==> src/design/cpc_pkg.sv <==
// Shared constants and types of the complementary pastel color block.
`default_nettype none
package cpc_pkg;

	// Fixed-point layout: components hold FB fraction bits, 1.0 = 2^FB.
	localparam int FB  = 16;
	localparam int IOW = FB + 1;
	// Hue dividend and quotient width: values below 6.0 in sixths of a turn.
	localparam int DW  = FB + 3;
	localparam int QW  = DW;
	// Channel hue position width: values below 9.0 before wrapping.
	localparam int HW  = FB + 4;
	// Packed stream width: three components rounded up to whole bytes.
	localparam int TW  = ((3 * IOW + 7) / 8) * 8;

	localparam logic [IOW-1:0] FX_ONE     = IOW'(64'd1 << FB);
	localparam logic [IOW-1:0] FX_HALF    = IOW'(64'd1 << (FB - 1));
	localparam logic [IOW-1:0] PASTEL_LOW = IOW'((8 * (64'd1 << FB) + 5) / 10);
	localparam logic [IOW-1:0] PASTEL_SAT = IOW'((6 * (64'd1 << FB) + 10) / 20);
	localparam logic [HW-1:0]  H_ONE      = HW'(64'd1 << FB);
	localparam logic [HW-1:0]  H_TURN     = HW'(6 * (64'd1 << FB));

	// Item classified by the front end and held in the queue.
	typedef struct packed {
		logic [DW-1:0]  dividend;
		logic [IOW-1:0] divisor;
		logic [IOW-1:0] p;
		logic [IOW-1:0] q;
	} front_item_t;

	// Item leaving the hue divider.
	typedef struct packed {
		logic [QW-1:0]  hue;
		logic [IOW-1:0] p;
		logic [IOW-1:0] q;
	} div_item_t;

	// How one channel is produced from p and q.
	typedef enum logic [1:0] {
		CH_P    = 2'd0,
		CH_Q    = 2'd1,
		CH_RAMP = 2'd2
	} ch_mode_t;

endpackage
`default_nettype wire

==> src/design/cpc_div.sv <==
// Pipelined restoring divider for the hue, one quotient bit per stage.
`default_nettype none
module cpc_div (
	input  wire                  clk,
	input  wire                  arst_n,
	input  wire                  en,
	input  wire                  in_valid,
	input  cpc_pkg::front_item_t in_item,
	output logic                 out_valid,
	output cpc_pkg::div_item_t   out_item
);
	import cpc_pkg::*;

	typedef struct packed {
		logic [IOW-1:0] rem;
		logic [IOW-1:0] dvs;
		logic [QW-1:0]  num;
		logic [QW-1:0]  quo;
		logic [IOW-1:0] p;
		logic [IOW-1:0] q;
	} div_stage_t;

	logic       vld_q [QW];
	div_stage_t stg_q [QW];
	div_stage_t load;

	// The top dividend bits start the remainder; the rest are shifted in.
	always_comb begin
		load.rem = IOW'(in_item.dividend[DW-1:QW-FB]);
		load.dvs = in_item.divisor;
		load.num = {in_item.dividend[QW-FB-1:0], FB'(0)};
		load.quo = '0;
		load.p   = in_item.p;
		load.q   = in_item.q;
	end

	for (genvar i = 0; i < QW; i++) begin : g_stage
		div_stage_t src, nxt;
		logic       src_v;
		logic [IOW:0] cand;
		logic         ge;

		if (i == 0) begin : g_first
			assign src   = load;
			assign src_v = in_valid;
		end else begin : g_next
			assign src   = stg_q[i-1];
			assign src_v = vld_q[i-1];
		end

		// One trial subtraction.
		always_comb begin
			cand     = {src.rem, src.num[QW-1]};
			ge       = cand >= {1'b0, src.dvs};
			nxt      = src;
			nxt.rem  = ge ? IOW'(cand - {1'b0, src.dvs}) : cand[IOW-1:0];
			nxt.num  = src.num << 1;
			nxt.quo  = {src.quo[QW-2:0], ge};
		end

		always_ff @(posedge clk or negedge arst_n) begin
			if (!arst_n) begin
				vld_q[i] <= 1'b0;
			end else if (en) begin
				vld_q[i] <= src_v;
			end
		end

		always_ff @(posedge clk) begin
			if (en) stg_q[i] <= nxt;
		end
	end

	assign out_valid    = vld_q[QW-1];
	assign out_item.hue = stg_q[QW-1].quo;
	assign out_item.p   = stg_q[QW-1].p;
	assign out_item.q   = stg_q[QW-1].q;

endmodule
`default_nettype wire

==> config.mk <==
export PLATFORM = sky130hd
export DESIGN_NAME = cpc_div
export DESIGN_NICKNAME = d
export VERILOG_FILES = /design/src/design/cpc_pkg.sv /design/src/design/cpc_div.sv
export SDC_FILE = /design/constraint.sdc
export NUM_CORES = 2
export LEC_CHECK = 0
export BUFFER_PORTS_ARGS = -buffer_cell sky130_fd_sc_hd__buf_2
export CORE_MARGIN = 1
export CORE_UTILIZATION = 54
export DETAILED_ROUTE_END_ITERATION = 16
export PLACE_DENSITY = 0.7
export SYNTH_ARGS = -nofsm -noshare
export SYNTH_HDL_FRONTEND = slang
export SYNTH_SLANG_ARGS = --single-unit
==> constraint.sdc <==
create_clock -name clk -period 3.4 [get_ports clk]
set_input_delay 0.34 -clock clk [delete_from_list [all_inputs] [get_ports clk]]
set_output_delay 0.34 -clock clk [all_outputs]
set_load 0.005 [all_outputs]
# [Word level (Yosys, flattened, before mapping)]
# Memory sizes are Yosys's and may differ from the RTL's.
# Index checks and enable logic that the tools add are counted.
[totals] regBits=19 latchBits=0 ram_bits=1995 rom_bits=0 in_bits=74 out_inout_bits=54 word_cells=79 memories=1
[mem_list] name="stg_q" words=19 width=105 rd=19 rd_ports_with_merged_regs=0 wr=19 line="cpc_div.sv:24" rtl="div_stage_t stg_q [QW];"
[classes] add_sub_neg=19 mul=0 div=0 n_lt_le_gt_ge=19 eq_ne=0 shifts=0 n_mux=21 bitwise=0 n_reduce_logical=0
[op_table] cell="$ge 18x17->1" n=18
[op_table] cell="$mux 17" n=19
[op_table] cell="$sub 17x17->17" n=19
[op_table] cell="$ge 17x17->1" n=1
[op_table] cell="$mux 1" n=2

# [Logic depth before layout (Yosys ltp)]
# An unclocked memory read counts as a cell.
[depth] word_depth=3 depth_mapped=13 depth_no_buf=11

# [Worst setup path before layout]
# No wires, ideal clock.
[synth_timing] path_kind="flip-flop to flip-flop" startpoint="memory stg_q[1][70] (netlist bit)" endpoint="memory stg_q[2][100] (netlist bit), data pin" setup_ps=260 arrival_ps=2650 required_time_ps=3140 setup_slack_ps=490 stages_incl_launch_ff=14 n_path_buf=2 period_less_slack_ps=2910 cell_sequence="edfxtp_1 inv_1 ha_1 inv_1 fa_1 a211oi_1 o21bai_1 a21oi_1 a21boi_0 o2111ai_1 a31o_2 buf_4 buf_4 mux2_2"
[synth_lines] item="start, declared" line="cpc_div.sv:24"

==> results by group <==
Placement
  • GPL Wtd Cong: between 0.9 and 1
  • IO buf count: roughly 130
  • Pre-CTS WS: 0.08437 ns
  • DP Area: 66,890 sq um
  • Placed instance count: around 6,000
  • Detailed placement HPWL: slightly above 70,000 um

Synth
  • Cells after Synth: approximately 4,300
  • Post-synthesis sequential area ratio: 0.6912
  • Main flop type after synthesis: edfxtp_1
  • Unique masters post-synth: 92
  • Post-synth ARST share: 0.01293
  • Yosys Warn Count: 0
  • Syn Nets: approximately 4,700
  • Synth Register Bits: about 1,500
  • Average cell area after synthesis: ~15 sq um
  • Post-Syn Area: roughly 64,000 sq um
  • Number of flops mapped to enable cells by yosys: 1,451

CTS
  • CTS Buf Count: between 100 and 150
  • Number of H-tree levels: 4
  • Post-CTS repair timing setup buffer count: 0
  • Clk sink count: approximately 1,500
  • Clk buf depth: 3
  • Clock Latency Late Sink: roughly 0.8 ns
  • CTS tree: yes
  • Clk pin slew, worst setup/hold paths: about 0.06 ns
  • Clk root buf: clkbuf_16

Floorplan
  • DIE AREA: between 100,000 and 150,000 sq um
  • I/O pins: between 100 and 150
  • Starting Density: 0.5469
  • DIE WIDTH: around 350 um
  • Core Footprint: ~120,000 sq um
  • Rows: between 100 and 150
  • Height of the die: between 300 and 400 um

Final layout
  • Fillers: between 8,000 and 9,000
  • P&R area growth vs syn: 13.98%
  • Final Instance Area: ~73,000 sq um
  • Layout cells sized above 1: 0.1362
  • Nets: slightly above 5,000
  • Cell Count, Final, Fillers Out: approximately 6,300

Timing
  • FMAX: about 0.32 GHz
  • Rel. slew slack: 0.4344
  • Finish-stage setup viols: 0
  • Final setup margin: between 0.2 and 0.3 ns
  • Tcrit/Tclk final: 0.9244
  • Fin Clk Skew: between 0.06 and 0.07 ns
  • Tightest hold margin: 0.09766 ns
  • Final worst path period need: approximately 3.1 ns
  • Setup TNS: 0 ns
  • RSZ-0062 raised after global routing: false
  • Tightest Pin Transition: 0.8456 ns
  • Final Slew Violations: 0
  • Hold Violations, Final: 0

Global route
  • First-pass GRT wire length: 171,100 um
  • Largest net degree at the start of global routing: 111
  • Initial antenna violation count: 1
  • Total grt overflow: 0
  • Vias in the first global route: about 34,000
  • GRT Util Overall: 0.1778

Min path
  • Min-Delay Path Class: in -> reg

Power and ir drop
  • Worst VDD drop: a little under 600 uV
  • Pwr Density: 841.3 nW/um^2
  • Leakage: 27.86 nW

Detailed routing
  • Detail-routed via count per cell: around 5.4
  • Final ANT Viol Nets: 0
  • Drt wl/cell: 16.60 um
  • Vias post-DR: approximately 34,000
  • DRC errors left: 0
  • Drt total wl: 104,900 um
  • Pre-antenna DRT Iters: 5
  • Initial detailed-routing violation count: 2,154

Job
  • Max Cap Viol: 0

Critical path
  • Crit path kind: reg -> reg
  • CP Capture Type: register
  • Worst-path maximum fanout: 20
  • Critical Path AT: approximately 3.7 ns
  • Startpoint types: register
  • Critical path data required time: 3.90 ns

Status
  • Status: finished clean
[logic make-up after synthesis]
family,share of synthesized area
XOR/XNOR,0.02543
AND/OR/NAND/NOR,0.06043
multiplexers,0.03695
buffers and inverters,0.02733
adder cells (fa/ha/maj),0.06888
AO/OA/AOI/OAI,0.08979
flip-flops,0.6912
[power breakdown]
group,switching [mW],total (mW),internal (mW)
registers,1.51,25.7,24.2
clock network,6.90,16.3,9.35
logic,10.2,19.2,8.92
[final timing paths]
| path | start | endpoint | slack (ns) | depth (start not counted) |
|---|---|---|---|---|
| hold / removal | en | stg_q[0][19]$_DFFE_PP_ | 0.1 | 1 |
| min in group asynchronous | arst_n | g_stage[8].src_v$_DFFE_PN0P_ | 0.75 | 3 |
| hold reg to reg | stg_q[15][31]$_DFFE_PP_ | stg_q[16][31]$_DFFE_PP_ | 0.40 | 0 |
| max in group asynchronous | arst_n | g_stage[13].src_v$_DFFE_PN0P_ | 2.13 | 3 |
| setup reg to reg | stg_q[13][71]$_DFFE_PP_ | stg_q[14][91]$_DFFE_PP_ | 0.26 | 8 |
| setup / recovery | stg_q[13][71]$_DFFE_PP_ | stg_q[14][91]$_DFFE_PP_ | 0.26 | 8 |
[stage by stage]
stage	power, mW	util
after global placement	44.51	0.5740
final	61.11	0.6234
after global routing	64.83	0.6234
after floorplan	40.20	-
after detailed placement	44.95	0.5740
after CTS	61.64	0.6233
[critical path: stages, from the launching register on]
cell and delay (ns):
edfxtp_1 0.50, fa_1 0.48, nand2b_1 0.19, a211oi_1 0.46, o31a_1 0.28, a31oi_1 0.15
o21ai_2 0.17, buf_4 0.27, mux2_2 0.38
[cells in the mapped netlist, drive strengths merged, types with 19 or more instances]
library cell | n | area [sq um]
ha | 322 | 4029
a211oi | 29 | 217.7
a31oi | 39 | 259.0
a21oi | 208 | 1041
mux2 | 190 | 2155
clkbuf | 27 | 101.4
xor2 | 82 | 718.2
o31ai | 29 | 217.7
or3 | 25 | 156.4
mux2i | 20 | 200.2
edfxtp | 1451 | 43570
nor2 | 214 | 813.3
inv | 396 | 1486
o21ai | 231 | 1182
xnor2 | 103 | 902.1
nor2b | 67 | 419.2
buf | 24 | 153.9
nand2b | 46 | 287.8
o21a | 76 | 570.6
nand4 | 25 | 171.4
o211ai | 21 | 162.6
a21o | 81 | 608.1
and2 | 25 | 158.9
nor3 | 42 | 210.2
o31a | 28 | 246.5
nand2 | 190 | 713.2
dfrtp | 19 | 475.5
a21boi | 20 | 150.1
nand3 | 47 | 235.2
[sequential cells by signal, indices dropped and copies added (netlist names)]
| register | flops |
|---|---|
| stg_q | 1451 |
| g_stage.src_v | 18 |
| out_valid | 1 |
[metal layers]
layer | wire (um) | share of wire | vias up | GRT usage
met4 | 3975 | 0.038 | 0 | 0.08081
met1 | 45120 | 0.43 | 16270 | 0.2205
met3 | 3679 | 0.035 | 240 | 0.02974
li1 | - | - | 16920 | -
met2 | 52110 | 0.50 | 618 | 0.3059
met5 | 0 | 0 | - | 0
[timing repair]
action | CTS | global route
endpoints found under the hold margin | 90 | 0
endpoints found under the setup margin | 1 | 12
gates resized for setup | 1 | 2
hold buffers | 73 | 0
[placed cells by master, fill, tap and decap left out, drive strengths merged, types with 19 or more instances in the layout]
master       netlist  layout
a211oi            29      29
a21boi            20      20
a21o              81      81
a21oi            208     208
a31oi             39      39
and2              25      25
buf               24     203
clkbuf            27     176
clkinv             0      70
dfrtp             19      19
dlygate4sd3        0      73
edfxtp          1451    1451
ha               322     322
inv              396     399
mux2             190     190
mux2i             20      20
nand2            190     190
nand2b            46      46
nand3             47      47
nand4             25      25
nor2             214     214
nor2b             67      67
nor3              42      42
o211ai            21      21
o21a              76      76
o21ai            231     231
o31a              28      28
o31ai             29      29
or3               25      25
xnor2            103     103
xor2              82      82
[cell type report]
class | instances | area (sq um) | share of cell area
well taps | 1524 | 1907 | 0.02625
clock buffers | 176 | 3830 | 0.05273
clock inverters | 92 | 1167 | 0.01607
repair buffers | 276 | 2227 | 0.03066
inverters | 396 | 1486 | 0.02046
multi-input cells | 2385 | 17970 | 0.2474
diodes | 1 | 2.502 | 0.00003445
flip-flops and latches | 1470 | 44050 | 0.6064
Note: power is estimated with default switching activity, not from simulation.
