===== config.mk =====
export PLATFORM = sky130hd
export DESIGN_NAME = cpc_back
export DESIGN_NICKNAME = d
export VERILOG_FILES = /design/src/design/cpc_pkg.sv /design/src/design/cpc_back.sv
export SDC_FILE = /design/constraint.sdc
export NUM_CORES = 2
export LEC_CHECK = 0
export BUFFER_PORTS_ARGS = -buffer_cell sky130_fd_sc_hd__buf_4
export CORE_MARGIN = 10
export CORE_UTILIZATION = 40
export DETAILED_ROUTE_END_ITERATION = 10
export PLACE_DENSITY_LB_ADDON = 0.25
export SETUP_SLACK_MARGIN = 0.2
export SLEW_MARGIN = 15
export SYNTH_ARGS = -nofsm -noshare
export SYNTH_HDL_FRONTEND = slang
export SYNTH_SLANG_ARGS = --single-unit

===== constraint.sdc =====
create_clock -name clk -period 23.8 [get_ports clk]
set_input_delay 3.57 -clock clk [delete_from_list [all_inputs] [get_ports clk]]
set_output_delay 3.57 -clock clk [all_outputs]
set_load 0.01 [all_outputs]

===== src/design/cpc_pkg.sv =====
// Shared constants and types of the complementary pastel color block.
`default_nettype none
package cpc_pkg;

	// Fixed-point layout: components hold FB fraction bits, 1.0 = 2^FB.
	localparam int FB  = 16;
	localparam int IOW = FB + 1;
	// Hue dividend and quotient width: values below 6.0 in sixths of a turn.
	localparam int DW  = FB + 3;
	localparam int QW  = DW;
	// Channel hue position width: values below 9.0 before wrapping.
	localparam int HW  = FB + 4;
	// Packed stream width: three components rounded up to whole bytes.
	localparam int TW  = ((3 * IOW + 7) / 8) * 8;

	localparam logic [IOW-1:0] FX_ONE     = IOW'(64'd1 << FB);
	localparam logic [IOW-1:0] FX_HALF    = IOW'(64'd1 << (FB - 1));
	localparam logic [IOW-1:0] PASTEL_LOW = IOW'((8 * (64'd1 << FB) + 5) / 10);
	localparam logic [IOW-1:0] PASTEL_SAT = IOW'((6 * (64'd1 << FB) + 10) / 20);
	localparam logic [HW-1:0]  H_ONE      = HW'(64'd1 << FB);
	localparam logic [HW-1:0]  H_TURN     = HW'(6 * (64'd1 << FB));

	// Item classified by the front end and held in the queue.
	typedef struct packed {
		logic [DW-1:0]  dividend;
		logic [IOW-1:0] divisor;
		logic [IOW-1:0] p;
		logic [IOW-1:0] q;
	} front_item_t;

	// Item leaving the hue divider.
	typedef struct packed {
		logic [QW-1:0]  hue;
		logic [IOW-1:0] p;
		logic [IOW-1:0] q;
	} div_item_t;

	// How one channel is produced from p and q.
	typedef enum logic [1:0] {
		CH_P    = 2'd0,
		CH_Q    = 2'd1,
		CH_RAMP = 2'd2
	} ch_mode_t;

endpackage
`default_nettype wire


===== src/design/cpc_back.sv =====
// Back end: hue rotation, HSL to RGB ramps, pastel clamp and output register.
`default_nettype none
module cpc_back (
	input  wire                   clk,
	input  wire                   arst_n,
	output logic                  en,
	input  wire                   in_valid,
	input  cpc_pkg::div_item_t    in_item,
	output logic                  out_valid,
	input  wire                   out_ready,
	output logic [cpc_pkg::TW-1:0] out_data
);
	import cpc_pkg::*;

	logic [HW-1:0]  h, t [3];
	ch_mode_t       mode [3];
	logic [IOW-1:0] x [3];
	logic           p1_valid, p2_valid, out_valid_q;
	ch_mode_t       mode_s1 [3];
	logic [IOW-1:0] x_s1 [3];
	logic [IOW-1:0] p_s1, q_s1;
	logic [IOW-1:0] c [3], c_s2 [3];
	logic [IOW-1:0] top;
	logic [IOW-1:0] res [3], res_q [3];

	assign en        = !out_valid_q || out_ready;
	assign out_valid = out_valid_q;

	// Rotate the hue by a half turn and place each channel on its ramp.
	always_comb begin
		h = HW'(in_item.hue) + (H_ONE << 1) + H_ONE;
		if (h > H_TURN) h = h - H_TURN;
		t[0] = h + (H_ONE << 1);
		if (t[0] > H_TURN) t[0] = t[0] - H_TURN;
		t[1] = h;
		t[2] = (h < (H_ONE << 1)) ? h + (H_ONE << 2) : h - (H_ONE << 1);
		for (int k = 0; k < 3; k++) begin
			if (t[k] < H_ONE) begin
				mode[k] = CH_RAMP;
				x[k]    = IOW'(t[k]);
			end else if (t[k] < (H_ONE << 1) + H_ONE) begin
				mode[k] = CH_Q;
				x[k]    = '0;
			end else if (t[k] < (H_ONE << 2)) begin
				mode[k] = CH_RAMP;
				x[k]    = IOW'((H_ONE << 2) - t[k]);
			end else begin
				mode[k] = CH_P;
				x[k]    = '0;
			end
		end
	end

	always_ff @(posedge clk or negedge arst_n) begin
		if (!arst_n) begin
			p1_valid    <= 1'b0;
			p2_valid    <= 1'b0;
			out_valid_q <= 1'b0;
		end else if (en) begin
			p1_valid    <= in_valid;
			p2_valid    <= p1_valid;
			out_valid_q <= p2_valid;
		end
	end

	always_ff @(posedge clk) begin
		if (en) begin
			mode_s1 <= mode;
			x_s1    <= x;
			p_s1    <= in_item.p;
			q_s1    <= in_item.q;
		end
	end

	// Ramp products, one multiplier per channel.
	always_comb begin
		for (int k = 0; k < 3; k++) begin
			logic [2*IOW-1:0] prod;
			prod = (2*IOW)'(q_s1 - p_s1) * (2*IOW)'(x_s1[k]) + (2*IOW)'(FX_HALF);
			case (mode_s1[k])
				CH_RAMP: c[k] = p_s1 + IOW'(prod[2*IOW-1:FB]);
				CH_Q:    c[k] = q_s1;
				default: c[k] = p_s1;
			endcase
		end
	end

	always_ff @(posedge clk) begin
		if (en) c_s2 <= c;
	end

	// Largest components go to full scale, the rest are clamped.
	always_comb begin
		top = c_s2[0];
		if (c_s2[1] > top) top = c_s2[1];
		if (c_s2[2] > top) top = c_s2[2];
		for (int k = 0; k < 3; k++) begin
			if (c_s2[k] == top)           res[k] = FX_ONE;
			else if (c_s2[k] < PASTEL_LOW) res[k] = PASTEL_LOW;
			else if (c_s2[k] > FX_ONE)     res[k] = FX_ONE;
			else                           res[k] = c_s2[k];
		end
	end

	always_ff @(posedge clk) begin
		if (en) res_q <= res;
	end

	assign out_data = TW'({res_q[2], res_q[1], res_q[0]});

endmodule
`default_nettype wire


== Yosys cells after proc, flatten, opt, wreduce, memory -nomap -nowiden ==
Index checks and enable logic that the tools add are counted.
Operators by class
  $lt $le $gt $ge: 20
  add/subtract/negate cells: 17
  reductions and logical operators: 5
  div/mod/pow operators: 0
  shift-type cells: 0
  mux-type cells: 29
  eq/ne operators: 9
  bitwise logic cells: 0
  multiply operators: 3
Operators with widths (count)
  $mux W17: 17
  $pmux W17 S2: 3
  $add A33 B16 Y33 const B: 3
  $lt A20 B18 Y1 const B: 4
  $mul A34 B17 Y33: 2
  $lt A20 B17 Y1 const B: 3
  $lt A20 B19 Y1 const B: 3
  $mux W20: 3
  $add A17 B17 Y17: 3
  $eq A17 B17 Y1: 3
  $gt A17 B17 Y1 const B: 3
  $lt A17 B16 Y1 const B: 3
  $sub A1 B17 Y17 const A: 3
  $gt A20 B19 Y1 const B: 2
  $sub A20 B19 Y20 const B: 2
  $gt A17 B17 Y1: 2
  $mul A18 B18 Y33: 1
  $add A19 B18 Y20 const B: 1
  $add A20 B17 Y20 const B: 1
  $add A20 B18 Y20 const B: 1
  $add A20 B19 Y20 const B: 1
  $sub A20 B18 Y20 const B: 1
  $sub A17 B17 Y18: 1
  $mux W2: 6
  5 further kinds: 11
Word-level totals
  latch bits: 0
  bits of input ports: 57
  bits in registers: 196
  output and inout bits: 58
  memory bits (writable): 0
  memories kept: 0
  bits in read-only memories: 0
  logic and storage cells: 103

== Depth between registers and ports, before layout ==
  depth in word-level cells: 11
  depth in mapped cells: 45
  depth with buffers taken out: 44

== Least setup slack after synthesis ==
Ideal clock, no wire load.
  kind: input-to-output
  start point: in out_ready
  end point: out en
  arrival time: 8.336 ns
  path slack: 11.894 ns
  buffers on the path: 0
  cell stages on the path: 1
  required time: 20.230 ns
  cells stage by stage: nand2b_1
On the way
  word-level cells in the longest chain between the ends: 1
RTL lines
  from (decl): RTL line cpc_back.sv:10  | input wire out_ready,
  $logic_or A1 B1 Y1: RTL line cpc_back.sv:26  | assign en = !out_valid_q || out_ready;
  to (decl): RTL line cpc_back.sv:6  | output logic en,
Every way passes these cells.

==> metrics.md <==
| Metric | Value |
|---|---|
| Total number of vias | `33484` |
| Hold buffers post-CTS | `0` |
| Post-synth EDFFs | `193` |
| Initial drt markers | `around 2300` |
| All-layer global routing usage | `0.2089` |
| Pin count of the biggest net entering global routing | `~140` |
| Largest stage delay, worst path | `a little over 0.8 ns` |
| Total die area | `0.1288 sq mm` |
| Post-CTS sizing | `0` |
| Met3 wire len | `6.665 mm` |
| Max clock buf depth | `2` |
| Total gr overflow | `0` |
| CP Class | `register to register` |
| Syn-to-layout area delta | `6.279%` |
| First-pass GRT wire length | `roughly 210 mm` |
| Placer Congestion | `around 0.93` |
| IO Port Bufs | `roughly 110` |
| IO Count | `115` |
| Final nets | `6145` |
| Clock Skew | `0.01768 ns` |
| Core Rows | `around 120` |
| RSZ-0062 raised after global routing | `no` |
| Worst path required time | `around 24 ns` |
| Hold Crit Class | `register to register` |
| Crit-path max FO | `28` |
| Starting Density | `0.4024` |
| Synth async-reset ratio | `0.01531` |
| Die Width | `about 360 um` |
| Post-DRT Antenna Nets | `0` |
| Worst skew pair latency | `0.53 ns` |
| Detailed Place HPWL | `between 100 and 150 mm` |
| Share of cells above drive strength 1 | `0.04931` |
| Flops & latches, synth | `196` |
| Crit path max-delay cell type | `o31ai_1` |
| CP arrival | `approximately 12 ns` |
| Post-Route WL | `between 100 and 150 mm` |
| Top layer in use | `met5` |
| Num Clock Sinks | `196` |
| Total CTS buffers | `17` |
| Post-route DRC violation count | `0` |
| YS warnings | `0` |
| Slew @ Worst Pin | `1.157 ns` |
| Status | `finished, final reports clean` |
| M1 WL | `around 56 mm` |
| Final Cycle Share | `0.4955` |
| Antenna violations before repair | `5` |
| Vias in the first global route | `35944` |
| Final Hold Viols | `0` |
| Total core area | `0.1142 sq mm` |
| Most frequent cells in the layout | `1123 x inv_1, 885 x fa_1, 433 x nand2_1, 429 x and2_1, 367 x ha_1` |
| WL met2 | `65.89 mm` |
| Fmax | `84.80 MHz` |
| Syn avg cell area | `about 9.4 sq um` |
| Final TNS setup | `0 ns` |
| Yosys cell types | `89` |
| Reg clk slew, reported paths | `0.10 ns` |
| Tmin final | `~12 ns` |
| Post-Syn Instances | `between 4000 and 5000` |
| Drt wl/cell | `20.83 um` |
| Sequential cell area fraction in the yosys report | `0.1278` |
| Number of max-cap violations | `0` |
| Max transition margin | `0.2261` |
| Die height | `around 360 um` |
| Crit end category | `register` |
| Number of vias per cell | `5.265` |
| Final setup vio count | `0` |
| Post-synth top flop | `edfxtp_1` |
| Htree depth | `4` |
| Commonest non-fill, non-tap cell in the layout | `inv_1` |
| Setup bufs post-CTS | `0` |
| Mapped Area | `0.04595 sq mm` |
| Layout fillers | `11230` |
| Startpoint Class | `register` |
| Root Driver | `clkbuf_16` |
| Slew Viols, Final | `0` |
| Clock tree from TritonCTS | `done` |
| Pre-antenna DRT Iters | `6` |
-- kinds of logic after synthesis --
group | share of synthesized area
muxes | 0.0007080
adders and majority gates | 0.4862
AOI/OAI and AO/OA | 0.07984
buffers and inverters | 0.1142
other | 0.00008161
DFF | 0.1278
and+or+nand+nor | 0.1553
xor gates and xnor gates | 0.03581
-- through the flow --
step / hold WS [ns] / std cells / cell area (sq um) / setup WS, ns / utilization
after floorplan: 0.4305 / 4901 / 45960 / 11.89 / -
after global placement: 0.4446 / 6327 / 48180 / 12.23 / 0.4219
after detailed placement: 0.4634 / 6327 / 48180 / 12.13 / 0.4219
after CTS: 0.4943 / 6359 / 48830 / 12.03 / 0.4276
after global routing: 0.5319 / 6359 / 48830 / 11.29 / 0.4276
final: 0.4908 / 6360 / 48830 / 12.01 / 0.4277
-- sequential cells by signal (all words and copies together) (netlist names) --
| signal | flops |
|---|---|
| c_s2 | 51 |
| mode_s1 | 6 |
| out_data | 51 |
| out_valid | 1 |
| p1_valid | 1 |
| p2_valid | 1 |
| p_s1 | 17 |
| q_s1 | 17 |
| x_s1 | 51 |
-- routing by layer --
| layer | GRT usage | vias up |
|---|---|---|
| met5 | 0 | - |
| li1 | - | 15007 |
| met3 | 0.02066 | 169 |
| met4 | 0.05966 | 6 |
| met1 | 0.2739 | 17353 |
| met2 | 0.3630 | 949 |
-- cells in the mapped netlist, types with 7 or more instances --
library cell,number,area share
inv_1,1123,0.092
fa_1,886,0.39
nand2_1,433,0.035
and2_1,429,0.058
ha_1,368,0.10
clkbuf_1,207,0.017
edfxtp_1,193,0.13
a21oi_1,147,0.016
xnor2_1,115,0.022
nor2_1,108,0.0088
o21ai_0,89,0.0097
nor2b_1,80,0.011
and3_1,69,0.0094
xor2_1,65,0.012
a221oi_1,53,0.010
a21o_1,46,0.0075
nor3_1,45,0.0049
nand2b_1,43,0.0059
nand3_1,41,0.0045
a22o_1,36,0.0069
o21a_1,24,0.0039
nor4_1,19,0.0026
or3_1,18,0.0025
nand4_1,17,0.0023
o22ai_1,16,0.0022
o21ai_1,14,0.0015
a31oi_1,11,0.0015
buf_4,11,0.0018
o211ai_1,10,0.0016
o221ai_1,10,0.0019
a211oi_1,9,0.0015
and4b_1,8,0.0017
buf_1,8,0.00065
a311oi_1,7,0.0013
buf_2,7,0.00076
nor3b_1,7,0.0011
or2_2,7,0.00095
-- critical path, delay by kind of cell, from the launching register on --
| kind | cells | cell delay [ns] |
|---|---|---|
| adder cells (fa/ha/maj) | 9 | 3.64 |
| flip-flops | 1 | 0.64 |
| AND/OR/NAND/NOR | 7 | 1.16 |
| AO/OA/AOI/OAI | 17 | 4.25 |
| XOR/XNOR | 3 | 0.71 |
| buffers and inverters | 7 | 1.20 |
-- final timing paths --
check | startpoint | end | slack, ns | cells past startpoint
worst max-delay path | p_s1[1] | c_s2[16] | 12.01 | 43
worst min-delay path | p2_valid | out_valid | 0.49 | 1
worst max register to register | p_s1[1] | c_s2[16] | 12.01 | 43
worst min register to register | p2_valid | out_valid | 0.49 | 1
max in group asynchronous | arst_n | out_valid | 20.88 | 1
min in group asynchronous | arst_n | p2_valid | 2.81 | 1
-- area by class of cell --
class	instances	area, sq um	area share
multi-input cells	3339	35020	0.7171
flip-flops and latches	196	5871	0.1202
inverters	1125	4223	0.08647
well taps	1512	1892	0.03874
repair buffers	155	1176	0.02408
clock buffers	17	425.4	0.008711
clock inverters	15	224.0	0.004586
diodes	1	2.502	0.00005124
Power is left out: the tool's default activity adds up to more than one toggle a clock period on the data nets, which glitch-free logic cannot reach.
