===== src/design/cpc_pkg.sv =====
// Shared constants and types of the complementary pastel color block.
`default_nettype none
package cpc_pkg;

	// Fixed-point layout: components hold FB fraction bits, 1.0 = 2^FB.
	localparam int FB  = 16;
	localparam int IOW = FB + 1;
	// Hue dividend and quotient width: values below 6.0 in sixths of a turn.
	localparam int DW  = FB + 3;
	localparam int QW  = DW;
	// Channel hue position width: values below 9.0 before wrapping.
	localparam int HW  = FB + 4;
	// Packed stream width: three components rounded up to whole bytes.
	localparam int TW  = ((3 * IOW + 7) / 8) * 8;

	localparam logic [IOW-1:0] FX_ONE     = IOW'(64'd1 << FB);
	localparam logic [IOW-1:0] FX_HALF    = IOW'(64'd1 << (FB - 1));
	localparam logic [IOW-1:0] PASTEL_LOW = IOW'((8 * (64'd1 << FB) + 5) / 10);
	localparam logic [IOW-1:0] PASTEL_SAT = IOW'((6 * (64'd1 << FB) + 10) / 20);
	localparam logic [HW-1:0]  H_ONE      = HW'(64'd1 << FB);
	localparam logic [HW-1:0]  H_TURN     = HW'(6 * (64'd1 << FB));

	// Item classified by the front end and held in the queue.
	typedef struct packed {
		logic [DW-1:0]  dividend;
		logic [IOW-1:0] divisor;
		logic [IOW-1:0] p;
		logic [IOW-1:0] q;
	} front_item_t;

	// Item leaving the hue divider.
	typedef struct packed {
		logic [QW-1:0]  hue;
		logic [IOW-1:0] p;
		logic [IOW-1:0] q;
	} div_item_t;

	// How one channel is produced from p and q.
	typedef enum logic [1:0] {
		CH_P    = 2'd0,
		CH_Q    = 2'd1,
		CH_RAMP = 2'd2
	} ch_mode_t;

endpackage
`default_nettype wire


===== src/design/cpc_queue.sv =====
// Four-entry queue between the front end and the back end.
`default_nettype none
module cpc_queue (
	input  wire                  clk,
	input  wire                  arst_n,
	input  wire                  push_valid,
	output logic                 push_ready,
	input  cpc_pkg::front_item_t push_item,
	output logic                 pop_valid,
	input  wire                  pop_ready,
	output cpc_pkg::front_item_t pop_item
);
	import cpc_pkg::*;

	localparam int DEPTH = 4;
	localparam int AW    = $clog2(DEPTH);

	front_item_t    slot_q [DEPTH];
	logic [AW-1:0]  wr_ptr_q, rd_ptr_q;
	logic [AW:0]    count_q;
	logic           do_push, do_pop;

	assign push_ready = (count_q != (AW+1)'(DEPTH));
	assign pop_valid  = (count_q != '0);
	assign do_push    = push_valid && push_ready;
	assign do_pop     = pop_valid && pop_ready;
	assign pop_item   = slot_q[rd_ptr_q];

	// Pointer and fill count.
	always_ff @(posedge clk or negedge arst_n) begin
		if (!arst_n) begin
			wr_ptr_q <= '0;
			rd_ptr_q <= '0;
			count_q  <= '0;
		end else begin
			if (do_push) wr_ptr_q <= wr_ptr_q + AW'(1);
			if (do_pop)  rd_ptr_q <= rd_ptr_q + AW'(1);
			if (do_push && !do_pop)      count_q <= count_q + (AW+1)'(1);
			else if (do_pop && !do_push) count_q <= count_q - (AW+1)'(1);
		end
	end

	// Entry storage.
	always_ff @(posedge clk) begin
		if (do_push) slot_q[wr_ptr_q] <= push_item;
	end

endmodule
`default_nettype wire


===== config.mk =====
export PLATFORM = sky130hd
export DESIGN_NAME = cpc_queue
export DESIGN_NICKNAME = d
export VERILOG_FILES = /design/src/design/cpc_pkg.sv /design/src/design/cpc_queue.sv
export SDC_FILE = /design/constraint.sdc
export NUM_CORES = 1
export LEC_CHECK = 0
export BUFFER_PORTS_ARGS = -buffer_cell sky130_fd_sc_hd__buf_2
export CORE_ASPECT_RATIO = 0.8
export CORE_UTILIZATION = 51
export CTS_CLUSTER_DIAMETER = 80
export DETAILED_ROUTE_END_ITERATION = 8
export PLACE_DENSITY = 0.81
export SLEW_MARGIN = 40
export SYNTH_ARGS = -nofsm -noshare
export SYNTH_HDL_FRONTEND = slang
export SYNTH_SLANG_ARGS = --single-unit

===== constraint.sdc =====
create_clock -name clk -period 3 [get_ports clk]
set_clock_uncertainty 0.15 [all_clocks]
set_input_delay 0.6 -clock clk [delete_from_list [all_inputs] [get_ports clk]]
set_output_delay 0.6 -clock clk [all_outputs]
set_load 0.005 [all_outputs]

Word-level counts from Yosys, hierarchy flattened
Memories as Yosys holds them, arrays and structs flattened.
Cells that the tools add are included.
- multiply operators: 0
- bitwise operators: 0
- $lt $le $gt $ge: 0
- eq/ne operators: 1
- mux-type cells: 4
- $add $sub $neg: 4
- reductions and logical operators: 8
- divide/modulo/power cells: 0
- shift operators: 0
- operator list (cell ; number):
    3-bit 2-to-1 mux ; 2
    2-bit by 1-bit adder with 2-bit output (second input constant) ; 2
    1-bit logical AND ; 4
    3-bit by 1-bit adder with 3-bit output (second input constant) ; 1
    3-bit != test (second input constant) ; 1
    3-bit nonzero test ; 1
    3-bit by 1-bit subtractor with 3-bit output (second input constant) ; 1
    1-bit logical NOT ; 2
    1-bit 2-to-1 mux ; 2
    2-bit nonzero test ; 1
- memory bits (writable): 280
- bits in latches: 0
- register bits after elaboration: 7
- ROM bits: 0
- memories kept: 1
- logic and storage cells: 21
- input port bits: 74
- output and inout port bits: 72
- memories (memory ; words ; width ; read ports ; clocked after memory_dff ; write ports ; line ; text):
    slot_q ; 4 ; 70 ; 1 ; 0 ; 1 ; cpc_queue.sv:18 ; front_item_t slot_q [DEPTH];

Logic depth before layout (Yosys ltp)
Gate-level depths: netlist of the first run.
- depth after elaboration: 6
- gate-level depth with buffers: 8
- mapped depth without buffers: 8

Worst setup path before layout of the first run
OpenSTA, ideal clock, no wires.
- kind: in2reg
- start point: input port push_valid
- end point: memory slot_q[2][0] in the netlist's numbering (enable)
- slack: -131 ps
- path buffers: 0
- data required time: 2414 ps
- data arrival time: 2546 ps
- stages on the path: 2
- setup time: 436 ps
- cells stage by stage: a21boi_2 -> and2_1
- word-level cells in the longest chain between the ends: 3
- RTL lines (element ; line ; text):
    start: declaration ; cpc_queue.sv:6 ; input wire push_valid,
    1-bit logical AND ; cpc_queue.sv:25 ; assign do_push = push_valid && push_ready;
    1-bit 2-to-1 mux ; cpc_queue.sv:45 ; if (do_push) slot_q[wr_ptr_q] <= push_item;
    1-bit 2-to-1 mux (implied by the code) ; cpc_queue.sv:45 ;
    end: declaration ; cpc_queue.sv:18 ;
No other way between the ends.

==> results of run 1 <==
-- Yosys cell counts --
cell type,instances,area [sq um]
dfrtp_1,7,175
buf_6,1,11.3
buf_2,7,35.0
nand3_1,1,5.00
mux4_1,2,52.6
xnor2_1,4,35.0
buf_12,7,140
edfxtp_1,280,8410
a21boi_2,1,11.3
mux4_2,68,1530
nand2_1,2,7.51
and2_1,4,25.0
mux2_2,2,22.5
or3_1,1,6.26
inv_1,3,11.3
xor2_1,2,17.5
ha_1,5,62.6
nor2_1,2,7.51
fa_1,1,20.0
clkbuf_1,1,3.75
-- worst max-delay path, stage by stage (launching register included) --
cell and delay [ns]:
dfrtp_4 0.50, buf_16 0.27, mux4_1 0.62, buf_2 0.15
-- flip-flops by register name (all words and copies together) (netlist names) --
name      cells
slot_q      280
rd_ptr_q      2
wr_ptr_q      2
count_q       3
-- how the worst min path moves through the flow --
stage | to | slack (ns)
after floorplan | count_q[0]$_DFFE_PN0P_ | 0.15
after global placement | count_q[2]$_DFFE_PN0P_ | 0.29
after detailed placement | count_q[0]$_DFFE_PN0P_ | 0.29
after CTS | slot_q[2][47]$_DFFE_PP_ | 0.12
after global routing | slot_q[3][43]$_DFFE_PP_ | 0.12
final | slot_q[1][43]$_DFFE_PP_ | 0.14
-- per-layer routing --
layer  routed length [um]  part of all wire, %  up-vias
met5                    0                    0        -
met4                  295                  1.6        0
met3                 1350                  7.1       27
met2                 9560                   50      151
met1                 7740                   41     2467
li1                     -                    -     2092
-- layout by cell type (no fill, tap or decap), types with 2 or more instances in the layout --
master / n
buf_2: 145
nand2_1: 2
edfxtp_1: 280
clkinv_2: 3
mux4_2: 68
diode_2: 4
clkbuf_1: 4
ha_1: 5
dfrtp_4: 2
clkinvlp_4: 3
bufinv_16: 2
clkbuf_16: 27
xnor2_1: 4
buf_12: 7
clkinv_1: 9
buf_4: 13
and2_4: 4
mux2_2: 2
nor2_1: 2
dfrtp_1: 5
inv_1: 3
xor2_1: 2
mux4_1: 2
-- final cells by class --
cell class,count,area (sq um)
Clock buffer,31,691
Inverter,3,11.3
Clock inverter,19,149
Timing Repair Buffer,167,1000
Antenna cell,4,10.0
Fill cell,1364,7490
Tap cell,264,330
Sequential cell,287,8590
Multi-Input combinational cell,95,1810
-- kinds of logic (layout without fill, tap and decap cells) --
group | Yosys count | after routing | share of synthesized area, %
flip-flops | 287 | 287 | 81.1
buffers and inverters | 19 | 220 | 1.90
other | 0 | 4 | 0
multiplexers | 72 | 72 | 15.2
XOR/XNOR | 6 | 6 | 0.496
AO/OA/AOI/OAI | 1 | 1 | 0.106
AND/OR/NAND/NOR | 10 | 10 | 0.484
adder cells (fa/ha/maj) | 6 | 6 | 0.780
-- timing repair --
item | 4_1_cts | 5_1_grt
gates resized for setup | 1 | 0
buffers inserted | 0 | 6
setup endpoints to repair | 1 | 6
pin swaps | 0 | 0
hold buffers | 1 | 0
endpoints found under the hold margin | 7 | 0
-- stage by stage --
step                      std cells  cell area (sq um)  utilization (%)  setup slack (ns)  power, mW
after floorplan                 401              10600                -             0.629       7.81
after global placement          809              11700             58.1             0.574       8.96
after detailed placement        809              11700             58.1             0.560       9.10
after CTS                       860              12500             62.4            0.0119       12.3
after global routing            867              12600             62.7            0.0757       12.8
final                           870              12600             62.7             0.168       12.2
-- power breakdown --
group / switching (mW) / internal [mW]
clock: 1.39 / 1.82
sequential: 0.296 / 5.30
combinational: 1.65 / 1.79
==> results.py, run 1 <==
metrics = {
    "hold_path": {
        "min_from": "push_item[43]",
        "min_path_type": "input pin to register",
        "holdPathStages": 1,
    },
    "sta": {
        "rsz0062_at_grt": "no",
        "timing.final.crit_share_pct": 94.4,
        "setup_violations": 0,
        "worstMarginPinSlew_ns": 0.415,
        "setup_tns_ns": 0,
        "slew_violations": 0,
        "fin_crit_ns": 2.83,
        "relSlewSlack_pct": 72.3,
        "hold_viol": 0,
        "finalHoldWorstSlack_ns": 0.137,
        "fmax_mhz": 353,
    },
    "global_routing": {
        "antenna_found_initial": 4,
        "grt_pass1_vias": 5170,
        "grt_max_degree": 41,
        "grt_first_pass_wirelength_um": 28800,
        "met1_usage_pct": 22.7,
        "use_met2_pct": 31.8,
        "grt_usage_pct": 18.1,
        "busiest_layer": "met2",
        "gr-total-overflow": 0,
        "use_met3_pct": 5.15,
    },
    "clock_network": {
        "clkTransAtPathRegs_ns": 0.06,
        "clock_path_buffers": 3,
        "insertion_delay_ns": 0.52,
        "root_buffer": "clkbuf_16",
        "cts_buffers": 27,
        "htreeDepth": 1,
        "clock_sinks": 287,
        "tritoncts": "built",
    },
    "worst_setup_path": {
        "end_kind": "primary output",
        "worstPathMaxFanout": 34,
        "path_class": "register to primary output",
        "worstReg2RegEnd": "count_q[2]$_DFFE_PN0P_",
        "startpoint": "rd_ptr_q[0]$_DFFE_PN0P_",
        "start_kind": "register",
        "worstPathRequired_ns": 2.25,
        "r2r_cells": 8,
        "endpoint": "pop_item[65]",
        "rrSetupSlack_ns": 0.70,
        "arrival_ns": 2.08,
        "rr_startpoint": "count_q[1]$_DFFE_PN0P_",
    },
    "synth": {
        "ys_warn_count": 0,
        "ys_types": 20,
        "yosysSeqAreaShare_pct": 81.1,
        "ys_seq_elements": 287,
        "syn_inst": 401,
        "synth_nets": 481,
        "mappedNetlistArea_sq_um": 10600,
        "syn_avg_cell_area_sq_um": 26.4,
    },
    "power_and_ir_drop": {
        "ir_drop_uv": 846,
        "powerDensity_nw_per_um2": 972,
        "p_leak_nw": 4.33,
    },
    "routing": {
        "wl_um": 18900,
        "avgRoutedWirePerCell_um": 21.8,
        "drc_errors": 0,
        "first_iter_violations": 344,
        "final_antenna_net_count": 0,
        "num_vias": 4737,
        "viasPerCell": 5.44,
        "first_pass_iters": 4,
    },
    "finish": {
        "area_delta_synth_final_pct": 19.0,
        "fin_nets": 661,
        "drive_gt1_share_pct": 46.5,
    },
    "floorplan": {
        "die_h_um": 131,
        "rows": 46,
        "die_w_um": 163,
        "fp.coreArea_sq_um": 20100,
        "start_util_pct": 52.7,
        "ios": 146,
        "die_area_sq_um": 21300,
    },
    "job": {
        "max_cap_violations": 0,
    },
    "place": {
        "gp_congestion": 0.729,
        "dp_hpwl_um": 11700,
        "portBuffers": 145,
    },
    "outcome": {
        "status": "complete, no violations",
    },
}
(Power assumes the default switching activity.)
==> inputs of run 2 (changes only) <==
Settings changed: CORE_ASPECT_RATIO 0.8 to 0.6.
==> run 2 against run 1 <==
Compared with the run above:
- critical path depth unchanged
- sequential cell count unchanged
- register-to-register slack worse by 0.03 ns
- wire length up 2.4%
==> results.py, run 2 (synthesized netlist as in run 1, its figures left out) <==
metrics = {
    "outcome": {
        "status": "complete, no violations",
    },
    "clock_network": {
        "clock_path_buffers": 3,
        "root_buffer": "clkbuf_16",
        "ctsResizeCount": 0,
        "htreeDepth": 1,
        "clkTransAtPathRegs_ns": 0.06,
        "insertion_delay_ns": 0.51,
        "tritoncts": "built",
        "cts_buffers": 26,
        "clock_sinks": 287,
    },
    "routing": {
        "first_pass_iters": 4,
        "viasPerCell": 5.48,
        "avgRoutedWirePerCell_um": 22.4,
        "drc_errors": 0,
        "first_iter_violations": 265,
        "final_antenna_net_count": 0,
        "wl_um": 19400,
        "num_vias": 4757,
    },
    "job": {
        "max_cap_violations": 0,
    },
    "sta": {
        "worstMarginPinSlew_ns": 0.584,
        "setup_violations": 0,
        "fin_crit_ns": 2.85,
        "slew_violations": 0,
        "timing.final.crit_share_pct": 95.0,
        "fmax_mhz": 351,
        "relSlewSlack_pct": 61.0,
        "hold_viol": 0,
        "setup_tns_ns": 0,
        "rsz0062_at_grt": "no",
        "finalHoldWorstSlack_ns": 0.151,
    },
    "floorplan": {
        "die_area_sq_um": 21400,
        "die_w_um": 188,
        "die_h_um": 114,
        "ios": 146,
        "start_util_pct": 52.5,
        "rows": 40,
        "fp.coreArea_sq_um": 20200,
    },
    "worst_setup_path": {
        "worstPathMaxFanout": 37,
        "start_kind": "register",
        "end_kind": "primary output",
        "path_class": "register to primary output",
        "rr_startpoint": "count_q[0]$_DFFE_PN0P_",
        "worstPathRequired_ns": 2.25,
        "rrSetupSlack_ns": 0.67,
        "arrival_ns": 2.10,
        "worstReg2RegEnd": "count_q[2]$_DFFE_PN0P_",
        "r2r_cells": 8,
    },
    "power_and_ir_drop": {
        "powerDensity_nw_per_um2": 971,
        "ir_drop_uv": 614,
        "p_leak_nw": 4.28,
    },
    "place": {
        "dp_hpwl_um": 12200,
        "portBuffers": 145,
        "gp_congestion": 0.807,
        "place_area_sq_um": 11700,
    },
    "hold_path": {
        "holdPathStages": 1,
        "holdPathEnd": "slot_q[1][65]$_DFFE_PP_",
        "min_path_type": "input pin to register",
        "min_from": "push_item[65]",
    },
    "global_routing": {
        "grt_pass1_vias": 5107,
        "gr-total-overflow": 0,
        "grt_usage_pct": 18.5,
        "grt_max_degree": 44,
        "grt_first_pass_wirelength_um": 29100,
        "antenna_found_initial": 4,
    },
    "finish": {
        "fin_nets": 653,
        "regMostFlops": "slot_q",
        "top_regs": "slot_q x280, count_q x3",
        "mostFrequentLayoutCell": "edfxtp_1",
        "area_delta_synth_final_pct": 18.2,
        "final_cell_mix": "edfxtp_1, buf_2, mux4_2, clkbuf_16",
        "largest_reg_flops": 280,
        "drive_gt1_share_pct": 46.0,
        "design_area_sq_um": 12500,
        "finalCoreUtilization_pct": 62.1,
    },
}
run 2: cell count changes in the layout (fill, tap and decap cells not counted):
cell / change
inv_6: -1
diode_2: -2
buf_4: -6
buf_16: -1
clkinv_1: -3
clkbuf_1: +1
clkinv_2: +1
run 2: critical path, cell delays in order (launching register included):
cell and delay, ns:
dfrtp_4 0.79, buf_4 0.29, mux4_2 0.32, buf_2 0.14
run 2: where the power goes:
group / switching [mW] / leakage [nW] / internal (mW)
sequential: 0.320 / 2.64 / 5.30
clock: 1.35 / 0.397 / 1.82
combinational: 1.65 / 1.24 / 1.71
run 2: worst max path at each step:
stage	startpoint	to	slack, ns	depth (start not counted)
floorplan	push_valid	slot_q[0][0]$_DFFE_PP_	0.63	2
global placement	push_valid	slot_q[3][62]$_DFFE_PP_	0.64	4
detailed placement	push_valid	count_q[2]$_DFFE_PN0P_	0.60	8
CTS	rd_ptr_q[1]$_DFFE_PN0P_	pop_item[4]	0.1	3
global route	rd_ptr_q[1]$_DFFE_PN0P_	pop_item[43]	0.05	3
finish	rd_ptr_q[1]$_DFFE_PN0P_	pop_item[64]	0.15	3
run 2: stage by stage:
stage                     worst slack [ns]  total power [mW]  cells
after global placement               0.644              8.99    817
final                                0.150              12.2    868
after CTS                           0.0954              12.3    866
after floorplan                      0.629              7.81    401
after detailed placement             0.603              9.16    817
after global routing                0.0458              12.7    867
run 2: area by class of cell:
cell class,count,area [sq um]
antenna,2,5.00
clock buffer,32,694
clock inverter,16,134
fill,1389,7650
inverter,3,11.3
multi-input combinational,95,1810
sequential,287,8590
tap,273,342
timing repair buffer,160,928
run 2: layer usage:
layer | track usage (%) | part of all wire [%] | vias to the layer above
li1 | - | - | 2068
met1 | 24.5 | 41 | 2449
met2 | 29.6 | 48 | 204
met3 | 6.83 | 10 | 30
met4 | 3.79 | 1.4 | 6
met5 | 0 | 0.19 | -
run 2: repair_timing:
action,CTS,global route
setup buffers,0,0
hold endpoints to repair,7,0
hold buffers,1,0
